===== config.mk =====
export PLATFORM = sky130hd
export DESIGN_NAME = mjd_to_calendar_date
export DESIGN_NICKNAME = d
export VERILOG_FILES = /design/src/sv/mjdc_pkg.sv /design/src/sv/mjd_to_calendar_date.sv /design/src/sv/mjdc_cdiv.sv
export SDC_FILE = /design/constraint.sdc
export NUM_CORES = 1
export LEC_CHECK = 0
export ABC_CLOCK_PERIOD_IN_PS = 20800
export BUFFER_PORTS_ARGS = -buffer_cell sky130_fd_sc_hd__buf_2
export CORE_MARGIN = 2
export CORE_UTILIZATION = 45
export DETAILED_ROUTE_END_ITERATION = 10
export GPL_TIMING_DRIVEN = 0
export PLACE_DENSITY = 0.66
export SETUP_SLACK_MARGIN = 0.2
export SYNTH_ARGS = -nofsm -noshare
export SYNTH_HDL_FRONTEND = slang
export SYNTH_HIERARCHICAL = 1
export SYNTH_SLANG_ARGS = --single-unit
export TNS_END_PERCENT = 5

===== constraint.sdc =====
create_clock -name clk_i -period 20.8 [get_ports clk_i]
set_input_delay 2.08 -clock clk_i [delete_from_list [all_inputs] [get_ports clk_i]]
set_output_delay 2.08 -clock clk_i [all_outputs]
set_load 0.03 [all_outputs]

===== src/sv/mjdc_pkg.sv =====
// Shared constants and helpers for the MJD to calendar date converter.
package mjdc_pkg;

  localparam int unsigned MJD_W   = 17;
  localparam int unsigned DAY_W   = 5;
  localparam int unsigned MONTH_W = 4;
  localparam int unsigned YEAR_W  = 12;

  // B is carried as an offset from B_BASE: B = BOFF + B_BASE.
  localparam int unsigned BOFF_W  = 18;
  localparam int unsigned Z_BASE  = 2400001;
  localparam int unsigned B_BASE  = Z_BASE + 1 + 1524;

  // Gregorian century correction, alpha = floor((4Z - 7468865) / 146097).
  localparam int unsigned ALPHA_W   = 5;
  localparam int unsigned ALPHA_MIN = 14;
  localparam int unsigned ALPHA_MAX = 18;

  // C is carried as an offset from C_BASE: C = COFF + C_BASE.
  localparam int unsigned COFF_W   = 9;
  localparam int unsigned C_BASE   = 6574;
  localparam int unsigned C_DIV    = 7305;
  localparam int unsigned C_NUM_K  = 20 * B_BASE - 2442 - C_BASE * C_DIV;
  localparam int unsigned N2_W     = 22;
  // Exact floor division of an N2_W-bit value by C_DIV via a rounded-up reciprocal.
  localparam int unsigned CDIV_SHIFT = N2_W + 13;
  localparam longint unsigned CDIV_MUL =
    ((64'd1 << CDIV_SHIFT) + C_DIV - 1) / C_DIV;
  localparam int unsigned CDIV_MUL_W = 23;
  localparam int unsigned PROD_W     = N2_W + CDIV_MUL_W;

  // D = floor(1461 C / 4); day-of-year G = B - D kept narrow.
  localparam int unsigned D_MUL     = 1461;
  localparam int unsigned D_REM     = (D_MUL * C_BASE) % 4;
  localparam int unsigned G_OFFSET  = B_BASE - (D_MUL * C_BASE) / 4;
  localparam int unsigned DPROD_W   = 20;
  localparam int unsigned G_W       = 9;

  localparam int unsigned E_W   = 4;
  localparam int unsigned E_MAX = 15;

  localparam int unsigned YEAR_BASE = C_BASE - 4716;

  // Smallest MJD for which alpha reaches k.
  function automatic logic [MJD_W-1:0] alpha_thr(input int unsigned k);
    int unsigned t;
    t = (k * 146097 + 7468865 + 3) / 4 - Z_BASE;
    return MJD_W'(t);
  endfunction

  // Smallest G for which E reaches k: ceil(306001 k / 10000).
  function automatic logic [G_W-1:0] e_thr(input int unsigned k);
    int unsigned t;
    t = (306001 * k + 9999) / 10000;
    return G_W'(t);
  endfunction

  // floor(306001 E / 10000)
  function automatic logic [G_W-1:0] e_day_base(input logic [E_W-1:0] e);
    logic [G_W-1:0] r;
    unique case (e)
      4'd0:    r = 9'd0;
      4'd1:    r = 9'd30;
      4'd2:    r = 9'd61;
      4'd3:    r = 9'd91;
      4'd4:    r = 9'd122;
      4'd5:    r = 9'd153;
      4'd6:    r = 9'd183;
      4'd7:    r = 9'd214;
      4'd8:    r = 9'd244;
      4'd9:    r = 9'd275;
      4'd10:   r = 9'd306;
      4'd11:   r = 9'd336;
      4'd12:   r = 9'd367;
      4'd13:   r = 9'd397;
      4'd14:   r = 9'd428;
      default: r = 9'd459;
    endcase
    return r;
  endfunction

  typedef struct packed {
    logic s2;
    logic s3;
  } stage_en_t;

endpackage


===== src/sv/mjd_to_calendar_date.sv =====
// Top level: pipelined Modified Julian Date to Gregorian date converter.
//
//   channel  direction  handshake                 payload
//   input    in         in_valid_i / in_ready_o   mjd_i
//   output   out        out_valid_o / out_ready_i day_o, month_o, year_o
//
// Five register stages: century correction, reciprocal multiply for C,
// day-of-year G, month index E, then the output register.
// One request is taken per cycle while the output is not stalled; an accepted
// request passes through the stage registers above, in that order, before it can leave.
// Reset clears only the stage valid bits; payload registers are not reset.
// Each stage loads when it is empty or its successor moves, so a stall on
// the output holds every filled stage and drops nothing.
module mjd_to_calendar_date
  import mjdc_pkg::*;
(
  input  logic               clk_i,
  input  logic               rst_ni,
  input  logic               in_valid_i,
  output logic               in_ready_o,
  input  logic [MJD_W-1:0]   mjd_i,
  output logic               out_valid_o,
  input  logic               out_ready_i,
  output logic [DAY_W-1:0]   day_o,
  output logic [MONTH_W-1:0] month_o,
  output logic [YEAR_W-1:0]  year_o
);

  logic v1_q, v2_q, v3_q, v4_q, v5_q;
  logic adv1, adv2, adv3, adv4, adv5;

  logic [ALPHA_W-1:0] alpha;
  logic [ALPHA_W-1:0] alpha_adj;
  logic [BOFF_W-1:0]  boff_d, boff_q;
  stage_en_t          cdiv_en;
  logic [COFF_W-1:0]  coff3;
  logic [G_W-1:0]     g3;

  logic [E_W-1:0]     e_d, e_q;
  logic [COFF_W-1:0]  coff4_q;
  logic [G_W-1:0]     g4_q;

  logic [G_W-1:0]     day_full;
  logic [MONTH_W-1:0] month_d;
  logic [YEAR_W-1:0]  year_d;
  logic [DAY_W-1:0]   day_q;
  logic [MONTH_W-1:0] month_q;
  logic [YEAR_W-1:0]  year_q;

  assign adv5       = !v5_q || out_ready_i;
  assign adv4       = !v4_q || adv5;
  assign adv3       = !v3_q || adv4;
  assign adv2       = !v2_q || adv3;
  assign adv1       = !v1_q || adv2;
  assign in_ready_o = adv1;

  // Stage 1: alpha from threshold compares on the raw day number
  always_comb begin
    alpha = ALPHA_W'(ALPHA_MIN);
    for (int unsigned k = ALPHA_MIN + 1; k <= ALPHA_MAX; k++) begin
      if (mjd_i >= alpha_thr(k)) begin
        alpha = ALPHA_W'(k);
      end
    end
    alpha_adj = alpha - {2'b00, alpha[ALPHA_W-1:2]};
    boff_d    = BOFF_W'(mjd_i) + BOFF_W'(alpha_adj);
  end

  // Stages 2 and 3
  assign cdiv_en.s2 = adv2 && v1_q;
  assign cdiv_en.s3 = adv3 && v2_q;

  mjdc_cdiv u_cdiv (
    .clk_i  (clk_i),
    .en_i   (cdiv_en),
    .boff_i (boff_q),
    .coff_o (coff3),
    .g_o    (g3)
  );

  // Stage 4: month index E from compares on the day of year
  always_comb begin
    e_d = '0;
    for (int unsigned k = 1; k <= E_MAX; k++) begin
      if (g3 >= e_thr(k)) begin
        e_d = E_W'(k);
      end
    end
  end

  // Stage 5: fold E into month, day and year
  always_comb begin
    day_full = g4_q - e_day_base(e_q);
    if (e_q <= MONTH_W'(13)) begin
      month_d = e_q - MONTH_W'(1);
    end else begin
      month_d = e_q - MONTH_W'(13);
    end
    if (month_d > MONTH_W'(2)) begin
      year_d = YEAR_W'(coff4_q) + YEAR_W'(YEAR_BASE);
    end else begin
      year_d = YEAR_W'(coff4_q) + YEAR_W'(YEAR_BASE + 1);
    end
  end

  always_ff @(posedge clk_i or negedge rst_ni) begin
    if (!rst_ni) begin
      v1_q <= 1'b0;
      v2_q <= 1'b0;
      v3_q <= 1'b0;
      v4_q <= 1'b0;
      v5_q <= 1'b0;
    end else begin
      if (adv1) v1_q <= in_valid_i;
      if (adv2) v2_q <= v1_q;
      if (adv3) v3_q <= v2_q;
      if (adv4) v4_q <= v3_q;
      if (adv5) v5_q <= v4_q;
    end
  end

  always_ff @(posedge clk_i) begin
    if (adv1 && in_valid_i) begin
      boff_q <= boff_d;
    end
    if (adv4 && v3_q) begin
      e_q     <= e_d;
      coff4_q <= coff3;
      g4_q    <= g3;
    end
    if (adv5 && v4_q) begin
      day_q   <= day_full[DAY_W-1:0];
      month_q <= month_d;
      year_q  <= year_d;
    end
  end

  assign out_valid_o = v5_q;
  assign day_o       = day_q;
  assign month_o     = month_q;
  assign year_o      = year_q;

endmodule


===== src/sv/mjdc_cdiv.sv =====
// Year-count division stages: C from B, then day-of-year G = B - D.
module mjdc_cdiv
  import mjdc_pkg::*;
(
  input  logic              clk_i,
  input  stage_en_t         en_i,
  input  logic [BOFF_W-1:0] boff_i,
  output logic [COFF_W-1:0] coff_o,
  output logic [G_W-1:0]    g_o
);

  logic [N2_W-1:0]    n2;
  logic [PROD_W-1:0]  prod_d, prod_q;
  logic [BOFF_W-1:0]  boff_q;
  logic [COFF_W-1:0]  coff_d, coff_q;
  logic [DPROD_W-1:0] dprod;
  logic [BOFF_W:0]    g_full;
  logic [G_W-1:0]     g_d, g_q;

  // 20B - 2442 relative to C_BASE * 7305, then multiply by the reciprocal
  assign n2     = N2_W'({boff_i, 4'b0000}) + N2_W'({boff_i, 2'b00}) + N2_W'(C_NUM_K);
  assign prod_d = PROD_W'(n2) * PROD_W'(CDIV_MUL);

  assign coff_d = prod_q[CDIV_SHIFT +: COFF_W];
  assign dprod  = DPROD_W'(coff_d) * DPROD_W'(D_MUL) + DPROD_W'(D_REM);
  assign g_full = (BOFF_W+1)'(boff_q) + (BOFF_W+1)'(G_OFFSET)
                - (BOFF_W+1)'(dprod[DPROD_W-1:2]);
  assign g_d    = g_full[G_W-1:0];

  always_ff @(posedge clk_i) begin
    if (en_i.s2) begin
      prod_q <= prod_d;
      boff_q <= boff_i;
    end
    if (en_i.s3) begin
      coff_q <= coff_d;
      g_q    <= g_d;
    end
  end

  assign coff_o = coff_q;
  assign g_o    = g_q;

endmodule

After elaboration in Yosys (flattened, before gate mapping)
Memories as Yosys holds them, arrays and structs flattened.
Cells that the tools add are included.
- bits in registers: 130
- memory bits (read-only): 144
- input port bits: 21
- output and inout port bits: 23
- word-level logic and storage cells: 93
- memories: 1
- add/subtract/negate cells: 12
- multiply operators: 2
- $lt $le $gt $ge: 21
- multiplexer cells: 20
- reduce and logical (&&, ||, !) cells: 18
- memory list (name ; depth ; width ; rd ports ; clocked after Yosys merged registers in ; wr ports ; line ; RTL):
    (name not given) ; 16 ; 9 ; 1 ; 0 ; 0 ; mjdc_pkg.sv:61 ; unique case (e)
- operator list (operator ; number):
    $ge A9 B9 Y1 const B ; 7
    $mul A22 B20 Y41 const B ; 1
    $ge A9 B8 Y1 const B ; 4
    $ge A17 B17 Y1 const B ; 2
    $mux W4 ; 7
    $add A9 B11 Y12 const B ; 2
    $add A22 B13 Y22 const B ; 1
    $add A22 B20 Y22 ; 1
    $add A17 B5 Y18 ; 1
    $ge A9 B7 Y1 const B ; 2
    $ge A17 B14 Y1 const B ; 1
    $ge A17 B16 Y1 const B ; 1
    $mux W5 ; 3
    $mux W12 ; 1
    $mux W3 ; 4
    $add A11 B2 Y11 const B ; 1
    $mul A9 B11 Y11 const B ; 1
    $add A9 B9 Y9 const B ; 1
    $ge A9 B5 Y1 const B ; 1
    $ge A9 B6 Y1 const B ; 1
    $sub A9 B9 Y9 ; 1
    $reduce_or A8 Y1 ; 1
    $logic_and A1 B1 Y1 ; 5
    $logic_not A1 Y1 ; 5
    11 further kinds ; 18

Longest topological paths before layout
- depth after elaboration: 15
- gate-level depth with buffers: 34
- gate-level depth less buffers: 34

Cells and area by module
The synthesis kept the hierarchy.
- by module, submodules not included (module ; times used ; cells an instance ; area an instance (sq um) ; seq. area each (sq um)):
    mjdc_cdiv ; 1 ; 967 ; 10179.8 ; 1081.0
    mjd_to_calendar_date ; 1 ; 304 ; 3579.7 ; 1836.8

Worst setup path before layout
OpenSTA, ideal clock, no wires.
- kind: reg-to-reg
- start point: reg boff_q[1] (netlist name)
- end point: reg u_cdiv.prod_q[43] (data pin)
- setup time: 268 ps
- arrival time: 8437 ps
- data required time: 20532 ps
- path slack: 12095 ps
- stages on the path, launching flop included: 30
- buffers on the path: 0
- period minus slack after synthesis: 8705 ps
- path through: edfxtp_1 ha_1 ha_1 fa_1 a211oi_1 nor2_1 o41ai_1 inv_1 a31oi_1 o21bai_1 xnor2_1 inv_1 fa_1 inv_1 fa_1 inv_1 fa_1 fa_1 fa_1 fa_1 ha_1 ha_1 a211oi_1 o211ai_1 or4_4 a221oi_4 nor3_2 nor3_2 a21oi_1 xnor3_1
- RTL lines (element ; line ; RTL):
    end signal: assignment ; mjdc_cdiv.sv:32 ; prod_q <= prod_d;
    end: declaration ; mjdc_cdiv.sv:13 ; logic [PROD_W-1:0] prod_d, prod_q;

==> impl_results.md <==
* Antenna violations before repair at 0
* # Max-Cap Violations at 0
* Flip-flop and latch area at 2918 µm²
* Hold bufs inserted after CTS at 0
* Number of global-route vias before repair at 8920
* Final global-route overflow total at 0
* Path type of the worst setup path: flop to flop
* Routed vias at 8770
* Clock Skews at 0.01145 ns
* Ratio of final minimum period to clock period at 48.97%
* Final setup TNS at 0 ns
* Multi-input gate area in the final layout at 9642 µm²
* Crit-path max FO at 9
* Result of the run: completed
* Count of instances resized after the clock tree is built at 0
* Synth Area in Compound Gates at 8.166%
* Wire length of the first global-routing pass at 43990 µm
* Endpoint of the worst-slack reg-to-reg timing path: u_cdiv/prod_q[43]
* Kind of capture point of the worst setup path: flop
* Antenna cell count at 0
* # port buffers at 42
* Chip height at 178.9 µm
* Stage delay of the slowest cell on the critical path at 0.64 ns
* Total CTS buffers at 9
* Number of synthesized flops with an enable pin at 93
* Syn. warnings at 6
* Sinks on Clock Net at 98
* DRC violations left at 0
* Effective utilization at floorplan at 45.34%
* # Post-CTS Setup Buffers at 0
* Reg2reg start: boff_q[1]
* Post-DP HPWL at 22290 µm
* TritonCTS clock tree: done
* Slew at the pin closest to its max-slew limit at 1.288 ns
* Number of I/O pins at 44
* Count of antenna-violating nets left after detailed routing at 0
* Die Footprint at 31990 µm²
* Destination of the worst hold path: coff4_q[5]
* Layout area overhead at 7.730%
* Post-synthesis cell type count at 73
* Data arrival time at the worst-slack endpoint at 10.27 ns
* Worst min-delay path category: flop to flop
* Average footprint of a synthesized cell at 10.83 µm²
* Dominant combinational cell family by area after synthesis: adder cells
* Reg-to-reg slack, setup at 10.61 ns
* Clock latency on the worst-skew pair at 0.35 ns
* Area of the core at 30350 µm²
* Largest net degree at the start of global routing at 22
* Hold Violations, Final at 0
* Mapped Nets at 1749
* H-tree depth at 3
* Register bit total from synthesis at 98
* Layout cell share with drive strength beyond 1 at 6.536%
* Average wire per cell in the routed design at 15.06 µm
* 1st-iter DRT viols at 423
* Worst hold stages at 0
* Clock tree buffer depth at 2
* Number of cell rows at 64
* Filler Cells Inserted at 2773
* Final setup viols at 0
* Ys flop type: sky130_fd_sc_hd__edfxtp_1
* Final worst path period need at 10.19 ns
* Required time at the worst-slack endpoint at 20.89 ns
* Post-synthesis xor/xnor area fraction at 5.320%
* Sequential share of the synthesized area at 21.21%
* Worst r2r path cells at 29
* Share of synthesized area spent on multiplexers at 0.7093%
* Final wirelength at 26020 µm
* Proportion of register bits with asynchronous set or reset after synthesis at 5.102%
* Worst slew slack as a fraction of its limit at 13.50%
* Floorplan die width at 178.9 µm
* Nature of the critical path startpoint: flop
* Fin nets at 1804
* Library cell contributing the largest single delay on the critical path: sky130_fd_sc_hd__edfxtp_1
* Simple logic cell fraction of the synthesized area at 5.411%
* Area of the mapped netlist at 13760 µm²
* All-layer global routing usage at 17.48%
* Fmax at 98.18 MHz
* Crit-path most repeated cell: sky130_fd_sc_hd__fa_1
* Worst hold start: u_cdiv/coff_o[5]
* Final weighted congestion in routability-driven placement at 0.8959
* Utilization after layout at 48.84%
* RSZ-0062 raised after global routing: no
* Total iterations of the first detailed-routing run at 7
* Synthesized instance count at 1271
* Post-Synth Adder-Cell Area at 50.29%
* Root buffer cell: sky130_fd_sc_hd__clkbuf_16
* Pins Over Slew Limit at 0
* Clock slew seen by the registers of the worst setup and hold paths at 0.07 ns
* Ratio of routed vias to standard cells at 5.078
layout by cell type (no fill, tap or decap), types with 8 or more instances in the layout:
cell | Yosys | routed
sky130_fd_sc_hd__buf_2 | 1 | 43
sky130_fd_sc_hd__nor3_1 | 11 | 11
sky130_fd_sc_hd__a31oi_1 | 9 | 9
sky130_fd_sc_hd__edfxtp_1 | 93 | 93
sky130_fd_sc_hd__o21ai_0 | 25 | 25
sky130_fd_sc_hd__fa_1 | 160 | 160
sky130_fd_sc_hd__ha_1 | 297 | 297
sky130_fd_sc_hd__o21bai_1 | 13 | 13
sky130_fd_sc_hd__clkbuf_16 | 0 | 9
sky130_fd_sc_hd__nor2_1 | 28 | 28
sky130_fd_sc_hd__a21o_1 | 18 | 18
sky130_fd_sc_hd__xnor2_1 | 52 | 49
sky130_fd_sc_hd__nand3_1 | 13 | 13
sky130_fd_sc_hd__a21oi_1 | 50 | 50
sky130_fd_sc_hd__inv_1 | 313 | 313
sky130_fd_sc_hd__nand2_1 | 34 | 34
sky130_fd_sc_hd__nand2b_1 | 8 | 8
sky130_fd_sc_hd__xor2_1 | 29 | 29
per-layer routing:
layer	global-route usage [%]	wire length [µm]	up-vias
met2	30.53	13110	114
met4	3.557	350	0
met3	2.226	685	19
met1	23.27	11870	4312
met5	0	0	-
li1	-	-	4325
worst max-delay path, delay by kind of cell, from the launching register on:
kind / cells / cell delay (ns)
adder cells (fa/ha/maj): 11 / 4.78
buffers and inverters: 4 / 0.69
AND/OR/NAND/NOR: 4 / 0.96
flip-flops: 1 / 0.64
XOR/XNOR: 2 / 0.87
AO/OA/AOI/OAI: 8 / 1.98
final cells by class:
type,instances,share of cell area [%]
plain buffers,10,0.3376
clock buffers,9,1.519
clock inverters,7,0.5740
inverters,313,7.926
multi-input cells,850,65.05
flip-flops and latches,98,19.68
well taps,396,3.343
repair buffers,44,1.570
cells in the mapped netlist (5+ instances only):
cell	number	share of area (%)
sky130_fd_sc_hd__nor3_1	11	0.40
sky130_fd_sc_hd__nor2_1	28	0.76
sky130_fd_sc_hd__xor2_1	29	1.8
sky130_fd_sc_hd__edfxtp_1	93	20
sky130_fd_sc_hd__and2_1	5	0.23
sky130_fd_sc_hd__nand2_1	34	0.93
sky130_fd_sc_hd__nand2b_1	8	0.36
sky130_fd_sc_hd__o21a_1	7	0.38
sky130_fd_sc_hd__nand4_1	6	0.27
sky130_fd_sc_hd__xnor2_1	52	3.3
sky130_fd_sc_hd__fa_1	160	23
sky130_fd_sc_hd__a211oi_1	7	0.38
sky130_fd_sc_hd__inv_1	313	8.5
sky130_fd_sc_hd__ha_1	297	27
sky130_fd_sc_hd__a21o_1	18	0.98
sky130_fd_sc_hd__o21ai_0	25	0.91
sky130_fd_sc_hd__o21bai_1	13	0.71
sky130_fd_sc_hd__dfrtp_1	5	0.91
sky130_fd_sc_hd__nand3_1	13	0.47
sky130_fd_sc_hd__o211ai_1	5	0.27
sky130_fd_sc_hd__clkbuf_1	7	0.19
sky130_fd_sc_hd__a31oi_1	9	0.41
sky130_fd_sc_hd__a21oi_1	50	1.8
how the worst max path moves through the flow:
| stage | slack [ns] | cells after the start | startpoint | end |
|---|---|---|---|---|
| 2_1_floorplan | 12.10 | 29 | boff_q[1] | u_cdiv/prod_q[43] |
| 3_3_place_gp | 10.67 | 31 | boff_q[1] | u_cdiv/prod_q[43] |
| 3_5_place_dp | 10.67 | 29 | boff_q[1] | u_cdiv/prod_q[43] |
| 4_1_cts | 10.59 | 29 | boff_q[1] | u_cdiv/prod_q[43] |
| 5_1_grt | 10.03 | 29 | boff_q[1] | u_cdiv/prod_q[43] |
| 6_report | 10.61 | 29 | boff_q[1] | u_cdiv/prod_q[43] |
registers in the layout, summed over array words and instances (netlist names):
signal	count
boff_q	18
coff4_q	9
day_o	5
e_q	4
g4_q	5
month_o	4
out_valid_o	1
u_cdiv/boff_q	9
u_cdiv/coff_o	9
u_cdiv/g_o	9
u_cdiv/prod_q	9
v1_q	1
v2_q	1
v3_q	1
v4_q	1
year_o	12
cells by family after synthesis:
family          Yosys count
compound gates          166
mux                       6
xor+xnor                 82
simple gates            139
fa+ha+maj               457
flops                    98
buf+inv                 323
metrics by stage:
step | instances | hold slack (ns) | worst slack (ns) | instance area, µm²
2_1_floorplan | 1271 | 0.4003 | 12.10 | 13760
3_3_place_gp | 1709 | 0.4003 | 10.67 | 14470
3_5_place_dp | 1710 | 0.4052 | 10.67 | 14500
4_1_cts | 1726 | 0.4193 | 10.59 | 14810
5_1_grt | 1727 | 0.4260 | 10.03 | 14820
6_report | 1727 | 0.4191 | 10.61 | 14820
Power is not shown: default switching activity piles up to over one toggle a cycle in this logic, so the estimate is an artifact.
